<file path="src/sv/kpcbd_pkg.sv">
// Package: shared types and constants of the key press counter batch drain unit.
package kpcbd_pkg;

	localparam int KEY_POSITIONS_DEF      = 64;
	localparam int ENTRIES_PER_PACKET_DEF = 8;
	localparam logic [15:0] FLUSH_INTERVAL_RST = 16'd45;
	localparam logic [15:0] COUNT_MAX          = 16'hFFFF;

	typedef struct packed {
		logic       kind;
		logic [7:0] key_position;
		logic       pressed;
	} in_item_t;

	typedef struct packed {
		logic [7:0]  entry_position;
		logic [15:0] press_count;
		logic [2:0]  slot_in_packet;
		logic        end_of_packet;
		logic        more_pending;
		logic        last;
	} out_item_t;

	localparam logic KIND_KEY  = 1'b0;
	localparam logic KIND_TICK = 1'b1;

	typedef struct packed {
		logic accept;
		logic rd_scan;
		logic clr_ptr;
		logic adv_ptr;
		logic inc_wr;
		logic pend_load;
		logic emit;
		logic emit_last;
	} cmd_t;

	typedef struct packed {
		logic press_ok;
		logic drain_go;
		logic hit;
		logic at_end;
		logic pend_valid;
		logic out_free;
	} status_t;

endpackage

</file>
<file path="src/sv/kpcbd_ctrl.sv">
// Controller: state machine sequencing key updates and the counter drain walk.
module kpcbd_ctrl (
	input  logic              clk,
	input  logic              arst_n,
	input  logic              in_valid,
	output logic              in_ready,
	input  kpcbd_pkg::status_t st,
	output kpcbd_pkg::cmd_t    cmd
);

	typedef enum logic [2:0] {
		S_IDLE,
		S_INC,
		S_SCAN,
		S_LOAD,
		S_FINAL
	} state_t;

	state_t state_q;
	state_t state_nx;

	always_comb begin
		cmd      = '0;
		state_nx = state_q;
		in_ready = 1'b0;
		unique case (state_q)
			S_IDLE: begin
				in_ready = 1'b1;
				if (in_valid) begin
					cmd.accept = 1'b1;
					if (st.press_ok) begin
						state_nx = S_INC;
					end else if (st.drain_go) begin
						cmd.clr_ptr = 1'b1;
						state_nx    = S_SCAN;
					end
				end
			end
			S_INC: begin
				cmd.inc_wr = 1'b1;
				state_nx   = S_IDLE;
			end
			S_SCAN: begin
				if (st.hit) begin
					cmd.rd_scan = 1'b1;
					state_nx    = S_LOAD;
				end else if (st.at_end) begin
					state_nx = S_FINAL;
				end else begin
					cmd.adv_ptr = 1'b1;
				end
			end
			S_LOAD: begin
				if (!st.pend_valid || st.out_free) begin
					cmd.pend_load = 1'b1;
					cmd.emit      = st.pend_valid;
					if (st.at_end) begin
						state_nx = S_FINAL;
					end else begin
						cmd.adv_ptr = 1'b1;
						state_nx    = S_SCAN;
					end
				end
			end
			S_FINAL: begin
				if (!st.pend_valid) begin
					state_nx = S_IDLE;
				end else if (st.out_free) begin
					cmd.emit_last = 1'b1;
					state_nx      = S_IDLE;
				end
			end
			default: state_nx = S_IDLE;
		endcase
	end

	always_ff @(posedge clk or negedge arst_n) begin
		if (!arst_n) begin
			state_q <= S_IDLE;
		end else begin
			state_q <= state_nx;
		end
	end

	a_emit_free: assert property (@(posedge clk) disable iff (!arst_n)
		(cmd.emit || cmd.emit_last) |-> st.out_free)
		else $error("entry pushed into a busy output register");

	a_idle_empty: assert property (@(posedge clk) disable iff (!arst_n)
		in_ready |-> !st.pend_valid)
		else $error("pending entry left over after drain");

	a_last_pend: assert property (@(posedge clk) disable iff (!arst_n)
		cmd.emit_last |-> st.pend_valid)
		else $error("final entry emitted with nothing pending");

	a_scan_seq: assert property (@(posedge clk) disable iff (!arst_n)
		cmd.rd_scan |=> (state_q == S_LOAD))
		else $error("scan read not followed by load");

endmodule

</file>
<file path="src/sv/kpcbd_dp.sv">
// Datapath: counter memory, valid bits, inactivity timer, drain pointer, pending entry and output registers.
module kpcbd_dp #(
	parameter int KEY_POSITIONS      = kpcbd_pkg::KEY_POSITIONS_DEF,
	parameter int ENTRIES_PER_PACKET = kpcbd_pkg::ENTRIES_PER_PACKET_DEF
) (
	input  logic                 clk,
	input  logic                 arst_n,
	input  kpcbd_pkg::in_item_t  in_data,
	input  logic                 cfg_we,
	input  logic [15:0]          cfg_data,
	input  logic                 out_ready,
	output logic                 out_valid,
	output kpcbd_pkg::out_item_t out_data,
	input  kpcbd_pkg::cmd_t      cmd,
	output kpcbd_pkg::status_t   st
);

	localparam int PTR_W = (KEY_POSITIONS > 1) ? $clog2(KEY_POSITIONS) : 1;
	localparam logic [PTR_W-1:0] PTR_END  = PTR_W'(KEY_POSITIONS - 1);
	localparam logic [2:0]       SLOT_END = 3'(ENTRIES_PER_PACKET - 1);

	logic [15:0]              mem [KEY_POSITIONS];
	logic [KEY_POSITIONS-1:0] vld_q;
	logic [15:0]              rdata_q;
	logic                     rvld_q;
	logic [PTR_W-1:0]         ptr_q;
	logic [PTR_W-1:0]         key_q;
	logic [PTR_W-1:0]         rd_addr;
	logic                     rd_en;
	logic [15:0]              interval_q;
	logic [15:0]              idle_q;
	logic                     armed_q;
	logic [15:0]              idle_nx;
	logic [15:0]              cur_cnt;
	logic [15:0]              inc_cnt;
	logic [PTR_W-1:0]         pend_pos_q;
	logic [15:0]              pend_cnt_q;
	logic                     pend_valid_q;
	logic [2:0]               slot_q;
	logic                     full_end;
	logic                     out_valid_q;
	kpcbd_pkg::out_item_t     out_q;

	assign rd_en   = cmd.accept || cmd.rd_scan;
	assign rd_addr = cmd.accept ? in_data.key_position[PTR_W-1:0] : ptr_q;
	assign idle_nx = (idle_q == kpcbd_pkg::COUNT_MAX) ? idle_q : idle_q + 16'd1;
	assign cur_cnt = rvld_q ? rdata_q : 16'd0;
	assign inc_cnt = (cur_cnt == kpcbd_pkg::COUNT_MAX) ? cur_cnt : cur_cnt + 16'd1;
	assign full_end = (slot_q == SLOT_END);

	assign st.press_ok   = (in_data.kind == kpcbd_pkg::KIND_KEY) && in_data.pressed
		&& ({1'b0, in_data.key_position} < 9'(KEY_POSITIONS));
	assign st.drain_go   = (in_data.kind == kpcbd_pkg::KIND_TICK) && armed_q
		&& (idle_nx >= interval_q);
	assign st.hit        = vld_q[ptr_q];
	assign st.at_end     = (ptr_q == PTR_END);
	assign st.pend_valid = pend_valid_q;
	assign st.out_free   = !out_valid_q || out_ready;

	assign out_valid = out_valid_q;
	assign out_data  = out_q;

	always_ff @(posedge clk) begin
		if (rd_en) begin
			rdata_q <= mem[rd_addr];
		end
		if (cmd.inc_wr) begin
			mem[key_q] <= inc_cnt;
		end
	end

	always_ff @(posedge clk) begin
		if (cmd.accept) begin
			key_q <= in_data.key_position[PTR_W-1:0];
		end
		if (rd_en) begin
			rvld_q <= vld_q[rd_addr];
		end
		if (cmd.pend_load) begin
			pend_pos_q <= ptr_q;
			pend_cnt_q <= rdata_q;
		end
		if (cmd.emit) begin
			out_q.entry_position <= 8'(pend_pos_q);
			out_q.press_count    <= pend_cnt_q;
			out_q.slot_in_packet <= slot_q;
			out_q.end_of_packet  <= full_end;
			out_q.more_pending   <= full_end;
			out_q.last           <= 1'b0;
		end else if (cmd.emit_last) begin
			out_q.entry_position <= 8'(pend_pos_q);
			out_q.press_count    <= pend_cnt_q;
			out_q.slot_in_packet <= slot_q;
			out_q.end_of_packet  <= 1'b1;
			out_q.more_pending   <= 1'b0;
			out_q.last           <= 1'b1;
		end
	end

	always_ff @(posedge clk or negedge arst_n) begin
		if (!arst_n) begin
			vld_q        <= '0;
			interval_q   <= kpcbd_pkg::FLUSH_INTERVAL_RST;
			idle_q       <= '0;
			armed_q      <= 1'b0;
			ptr_q        <= '0;
			pend_valid_q <= 1'b0;
			slot_q       <= '0;
			out_valid_q  <= 1'b0;
		end else begin
			if (cfg_we) begin
				interval_q <= cfg_data;
			end
			if (cmd.accept) begin
				if (st.press_ok) begin
					armed_q <= 1'b1;
					idle_q  <= '0;
				end else if (st.drain_go) begin
					idle_q <= '0;
				end else if (in_data.kind == kpcbd_pkg::KIND_TICK && armed_q) begin
					idle_q <= idle_nx;
				end
			end
			if (cmd.inc_wr) begin
				vld_q[key_q] <= 1'b1;
			end
			if (cmd.rd_scan) begin
				vld_q[ptr_q] <= 1'b0;
			end
			if (cmd.clr_ptr) begin
				ptr_q  <= '0;
				slot_q <= '0;
			end else if (cmd.adv_ptr) begin
				ptr_q <= ptr_q + PTR_W'(1);
			end
			if (cmd.emit) begin
				slot_q <= full_end ? 3'd0 : slot_q + 3'd1;
			end
			if (cmd.pend_load) begin
				pend_valid_q <= 1'b1;
			end else if (cmd.emit_last) begin
				pend_valid_q <= 1'b0;
			end
			if (cmd.emit || cmd.emit_last) begin
				out_valid_q <= 1'b1;
			end else if (out_ready) begin
				out_valid_q <= 1'b0;
			end
		end
	end

	a_armed_stays: assert property (@(posedge clk) disable iff (!arst_n)
		armed_q |=> armed_q)
		else $error("timer disarmed after arming");

	a_slot_range: assert property (@(posedge clk) disable iff (!arst_n)
		slot_q <= SLOT_END)
		else $error("packet slot beyond packet size");

	a_scan_hit: assert property (@(posedge clk) disable iff (!arst_n)
		cmd.rd_scan |=> rvld_q && (rdata_q != 16'd0))
		else $error("drained entry read back as zero");

endmodule

</file>
<file path="src/sv/key_press_counter_batch_drain_unit.sv">
// Top level: key press counter with periodic batch drain.
// Input channel (in_valid/in_ready/in_data) takes key events and timer ticks.
// A key-down event for a position below KEY_POSITIONS bumps its saturating
// 16-bit counter and restarts the inactivity timer; it is handled as a
// counter memory read on acceptance, then a write in S_INC. Releases,
// out-of-range keys and ticks that start no drain leave the controller idle.
// A tick that brings the armed timer to or past flush_interval starts a drain:
// the controller walks all KEY_POSITIONS entries, one per cycle, with an extra
// load step (S_LOAD) per nonzero entry and a wait while the receiver stalls;
// input is held off meanwhile.
// One entry is held back in a lookahead register so its last/more_pending
// flags are known before it is sent on the output channel
// (out_valid/out_ready/out_data), which has a one-entry output register.
// A receiver stall freezes the walk at a nonzero entry while one is pending;
// the input channel reopens once the final entry sits in the output register.
// Reset clears all counters (valid bits), disarms the timer and loads the
// flush interval with 45; cfg_we writes a new interval from cfg_data.
module key_press_counter_batch_drain_unit #(
	parameter int KEY_POSITIONS      = kpcbd_pkg::KEY_POSITIONS_DEF,
	parameter int ENTRIES_PER_PACKET = kpcbd_pkg::ENTRIES_PER_PACKET_DEF
) (
	input  logic                 clk,
	input  logic                 arst_n,
	input  logic                 in_valid,
	output logic                 in_ready,
	input  kpcbd_pkg::in_item_t  in_data,
	output logic                 out_valid,
	input  logic                 out_ready,
	output kpcbd_pkg::out_item_t out_data,
	input  logic                 cfg_we,
	input  logic [15:0]          cfg_data
);

	kpcbd_pkg::cmd_t    cmd;
	kpcbd_pkg::status_t st;

	kpcbd_ctrl u_ctrl (
		.clk      (clk),
		.arst_n   (arst_n),
		.in_valid (in_valid),
		.in_ready (in_ready),
		.st       (st),
		.cmd      (cmd)
	);

	kpcbd_dp #(
		.KEY_POSITIONS      (KEY_POSITIONS),
		.ENTRIES_PER_PACKET (ENTRIES_PER_PACKET)
	) u_dp (
		.clk       (clk),
		.arst_n    (arst_n),
		.in_data   (in_data),
		.cfg_we    (cfg_we),
		.cfg_data  (cfg_data),
		.out_ready (out_ready),
		.out_valid (out_valid),
		.out_data  (out_data),
		.cmd       (cmd),
		.st        (st)
	);

endmodule

</file>
<file path="config.mk">
export PLATFORM = sky130hd
export DESIGN_NAME = key_press_counter_batch_drain_unit
export DESIGN_NICKNAME = d
export VERILOG_FILES = /design/src/sv/kpcbd_pkg.sv /design/src/sv/kpcbd_ctrl.sv /design/src/sv/kpcbd_dp.sv /design/src/sv/key_press_counter_batch_drain_unit.sv
export SDC_FILE = /design/constraint.sdc
export NUM_CORES = 2
export LEC_CHECK = 0
export ABC_AREA = 0
export BUFFER_PORTS_ARGS = -buffer_cell sky130_fd_sc_hd__buf_4
export CAP_MARGIN = 20
export CORE_ASPECT_RATIO = 0.9
export CORE_UTILIZATION = 30
export DETAILED_ROUTE_END_ITERATION = 12
export GPL_ROUTABILITY_DRIVEN = 0
export PLACE_DENSITY = 0.54
export REMOVE_ABC_BUFFERS = 1
export SLEW_MARGIN = 10
export SYNTH_ARGS = -nofsm -noshare
export SYNTH_HDL_FRONTEND = slang
export SYNTH_HIERARCHICAL = 1
export SYNTH_SLANG_ARGS = --single-unit
</file>
<file path="constraint.sdc">
create_clock -name clk -period 7.47 [get_ports clk]
set_clock_uncertainty 0.2 [all_clocks]
set_input_delay 0 -clock clk [delete_from_list [all_inputs] [get_ports clk]]
set_output_delay 0 -clock clk [all_outputs]
set_load 0.02 [all_outputs]
</file>
==> impl_metrics.tcl <==
set metrics [dict create \
    status "completed" \
    synth.distinct_cells 83 \
    fp.dieW_um 459 \
    wl_per_cell_um 26.1 \
    clk_latency_ns 0.79 \
    antenna_found_initial 13 \
    period_share 0.772 \
    yosysWarnings 6 \
    numCtsBuffers 134 \
    min_path_type "in2async" \
    ys.flop_type "edfxtp_1" \
    cp-startpoint "u_ctrl/state_q[0]$_DFFE_PN0P_" \
    hold_viol 0 \
    cts_resized 0 \
    fmax_mhz 173 \
    worst_slack_ns 1.70 \
    r2r-end "u_dp/rdata_q[12]$_DFFE_PP_" \
    fillers 18085 \
    ys_ff_latch 1208 \
    port_buffers 60 \
    cts_max_path_buffers 3 \
    cap_violations 0 \
    synth_area_um2 56400 \
    finalMaxSlewViolations 0 \
    grt_use_total 0.199 \
    wl_met2_um 84500 \
    grt_max_degree 164 \
    drtPass1Iterations 6 \
    irDropWorstVdd_v 0.000207 \
    p_leak_uw 0.0230 \
    cp_common_cell "nor3_1" \
    seq_area_um2 35700 \
    cp_max_fo 58 \
    path_cells "nor3_1, and2_2, buf_4, and2_4, buf_4, a22oi_1, a21oi_1, nor3_1, nor4_1, nor3_1, nor2b_1" \
    r2r_start "u_ctrl/state_q[0]$_DFFE_PN0P_" \
    wl_um 193000 \
    rows 150 \
    cp-start-kind "register" \
    dpl_worst_slack_ns 1.67 \
    hpwlAfterDp_um 108000 \
    die-area_um2 190000 \
    grt_pass1_vias 38874 \
    critical_path.top_delay_family "simple AND/OR/NAND/NOR gates" \
    nets 4840 \
    drive_gt1_frac 0.107 \
    async_flop_share 0.0919 \
    cpPeakStageDelay_ns 0.93 \
    grt_pass1_wl_um 278000 \
    drc 0 \
    vias 41379 \
    crit_buf_inv 2 \
    crit_path_end_kind "register" \
    rsz0062_at_grt "false" \
    ys_seq_area_frac 0.633 \
    worstPathArrival_ns 6.08 \
    cts.reportedPaths.clkPinSlew_ns 0.06 \
    die-height_um 413 \
    synth_area_per_cell_um2 12.0 \
    first_iter_violations 5244 \
    setup_viol 0 \
    coreArea_um2 186000 \
    reg2reg_slack_ns 1.70 \
    critPathSlowestCell "nor4_1" \
    period_needed_ns 5.77 \
    dr_wl_met3_um 18200 \
    postPlaceCellArea_um2 60300 \
    cts_hold_buf 85 \
    r2r_cells 11 \
    required_ns 7.78 \
    synth_edf_count 1096 \
    postCtsSetupBuffers 0 \
    tightest_slew_ns 1.26 \
    io_pins 63 \
    synthesis.instances 4713 \
    grt-ovfl-total 0 \
    start_util 0.303 \
    ant_nets 0 \
    design_area_um2 65500 \
    power.density_nw_per_um2 213 \
    cts_root_buf "clkbuf_16" \
    worstSetupPathType "reg2reg" \
    multi_input_area_um2 19800 \
    routed.top_layer "met5" \
    vias_per_cell 5.59 \
    htreeDepth 4 \
    relSlewSlack 0.157 \
    syn_to_final_growth_pct 16.0 \
    cts.sinks 1208 \
    wl_met1_um 85500 \
    cts_tree "done" \
]
-- flip-flops by register name, indices dropped and copies added, names as in the netlist --
register / count
u_dp/mem: 1024
u_dp/vld_q: 64
u_dp/out_data: 28
u_dp/idle_q: 16
u_dp/interval_q: 16
u_dp/pend_cnt_q: 16
u_dp/rdata_q: 16
u_dp/key_q: 6
u_dp/pend_pos_q: 6
u_dp/ptr_q: 6
u_ctrl/state_q: 3
u_dp/slot_q: 3
u_dp/armed_q: 1
u_dp/out_valid: 1
u_dp/pend_valid_q: 1
u_dp/rvld_q: 1
-- tightest hold or removal path, delay by kind of cell --
kind,cells,cell delay (ns)
buffers and inverters,4,1.47
-- where the power goes --
part           internal, uW  switching [uW]
registers              7280            2.14
logic                  94.0            90.1
clock network          3650            2810
-- worst max path at each step --
stage                                 end  slack, ns  cells after the start
6_report       u_dp/rdata_q[12]$_DFFE_PP_       1.70                     11
5_1_grt        u_dp/rdata_q[12]$_DFFE_PP_       1.49                     11
4_1_cts        u_dp/rdata_q[12]$_DFFE_PP_       1.66                     11
3_5_place_dp   u_dp/rdata_q[12]$_DFFE_PP_       1.67                     11
3_3_place_gp    u_dp/rdata_q[2]$_DFFE_PP_       1.20                     11
2_1_floorplan  u_dp/rdata_q[14]$_DFFE_PP_      -6.46                      7
-- cells in the final DEF (no fill, tap or decap), types with 20 or more instances in the layout --
master / instances
a21oi_1: 581
a22oi_1: 370
buf_4: 164
clkbuf_1: 35
clkbuf_16: 136
clkinv_1: 27
clkinv_2: 20
dfrtp_1: 106
dlygate4sd3_1: 84
edfxtp_1: 1096
ha_1: 21
inv_1: 29
nand2_1: 113
nand2b_1: 876
nand3_1: 27
nand4_1: 40
nor2_1: 126
nor2_2: 36
nor2_4: 35
nor2b_1: 55
nor3_1: 123
o21ai_0: 177
o22a_1: 30
o22ai_1: 225
o31ai_1: 20
-- cell usage after synthesis (all sizes together) (14+ instances only) --
master	n	share of area
o22ai	226	0.025
buf	128	0.013
nand3	28	0.0026
nand2b	877	0.097
a21oi	584	0.052
o221ai	16	0.0025
nor2b	58	0.0065
clkbuf	202	0.013
ha	21	0.0047
nand4	40	0.0044
dfrtp	107	0.047
o21ai	197	0.018
nor3	125	0.011
o31ai	21	0.0028
nand2	113	0.0075
nor2	197	0.013
inv	30	0.0020
and3	18	0.0020
o22a	30	0.0047
a22oi	372	0.050
nor4	34	0.0038
o21bai	18	0.0024
edfxtp	1096	0.58
mux2	14	0.0029
-- logic make-up (layout without fill, tap and decap cells) --
group           Yosys count  after routing  share of synthesized area
simple gates           1540           1540                      0.155
compound gates         1524           1524                      0.166
flops                  1208           1208                      0.633
buf+inv                 360            541                     0.0280
mux                      34             34                    0.00942
xor+xnor                 25             25                    0.00388
fa+ha+maj                21             21                    0.00466
other cells               1              3                  0.0000665
-- metal layers --
layer	track usage	vias up
met5	0	-
met4	0.0601	6
met3	0.0407	269
met2	0.297	1952
met1	0.288	21145
li1	-	18007
-- metrics by stage --
step | hold WS, ns | instances | power [uW] | util | TNS, ns
after floorplan | -0.496 | 4384 | 7480 | - | -248.04
after global placement | -0.129 | 7065 | 7560 | 0.323 | 0
after detailed placement | -0.125 | 7071 | 7560 | 0.324 | 0
after CTS | 0.0744 | 7399 | 14000 | 0.351 | 0
after global routing | 0.166 | 7403 | 14300 | 0.352 | 0
final | 0.127 | 7404 | 13900 | 0.352 | 0
-- layout make-up --
cell class | instances | area share
Sequential cell | 1208 | 0.546
Multi-Input combinational cell | 3146 | 0.302
Clock buffer | 174 | 0.0546
Tap cell | 2508 | 0.0479
Timing Repair Buffer | 268 | 0.0376
Clock inverter | 69 | 0.00988
Inverter | 30 | 0.00176
Antenna cell | 1 | 0.0000382
No activity file was read; power rests on OpenSTA's default activity.
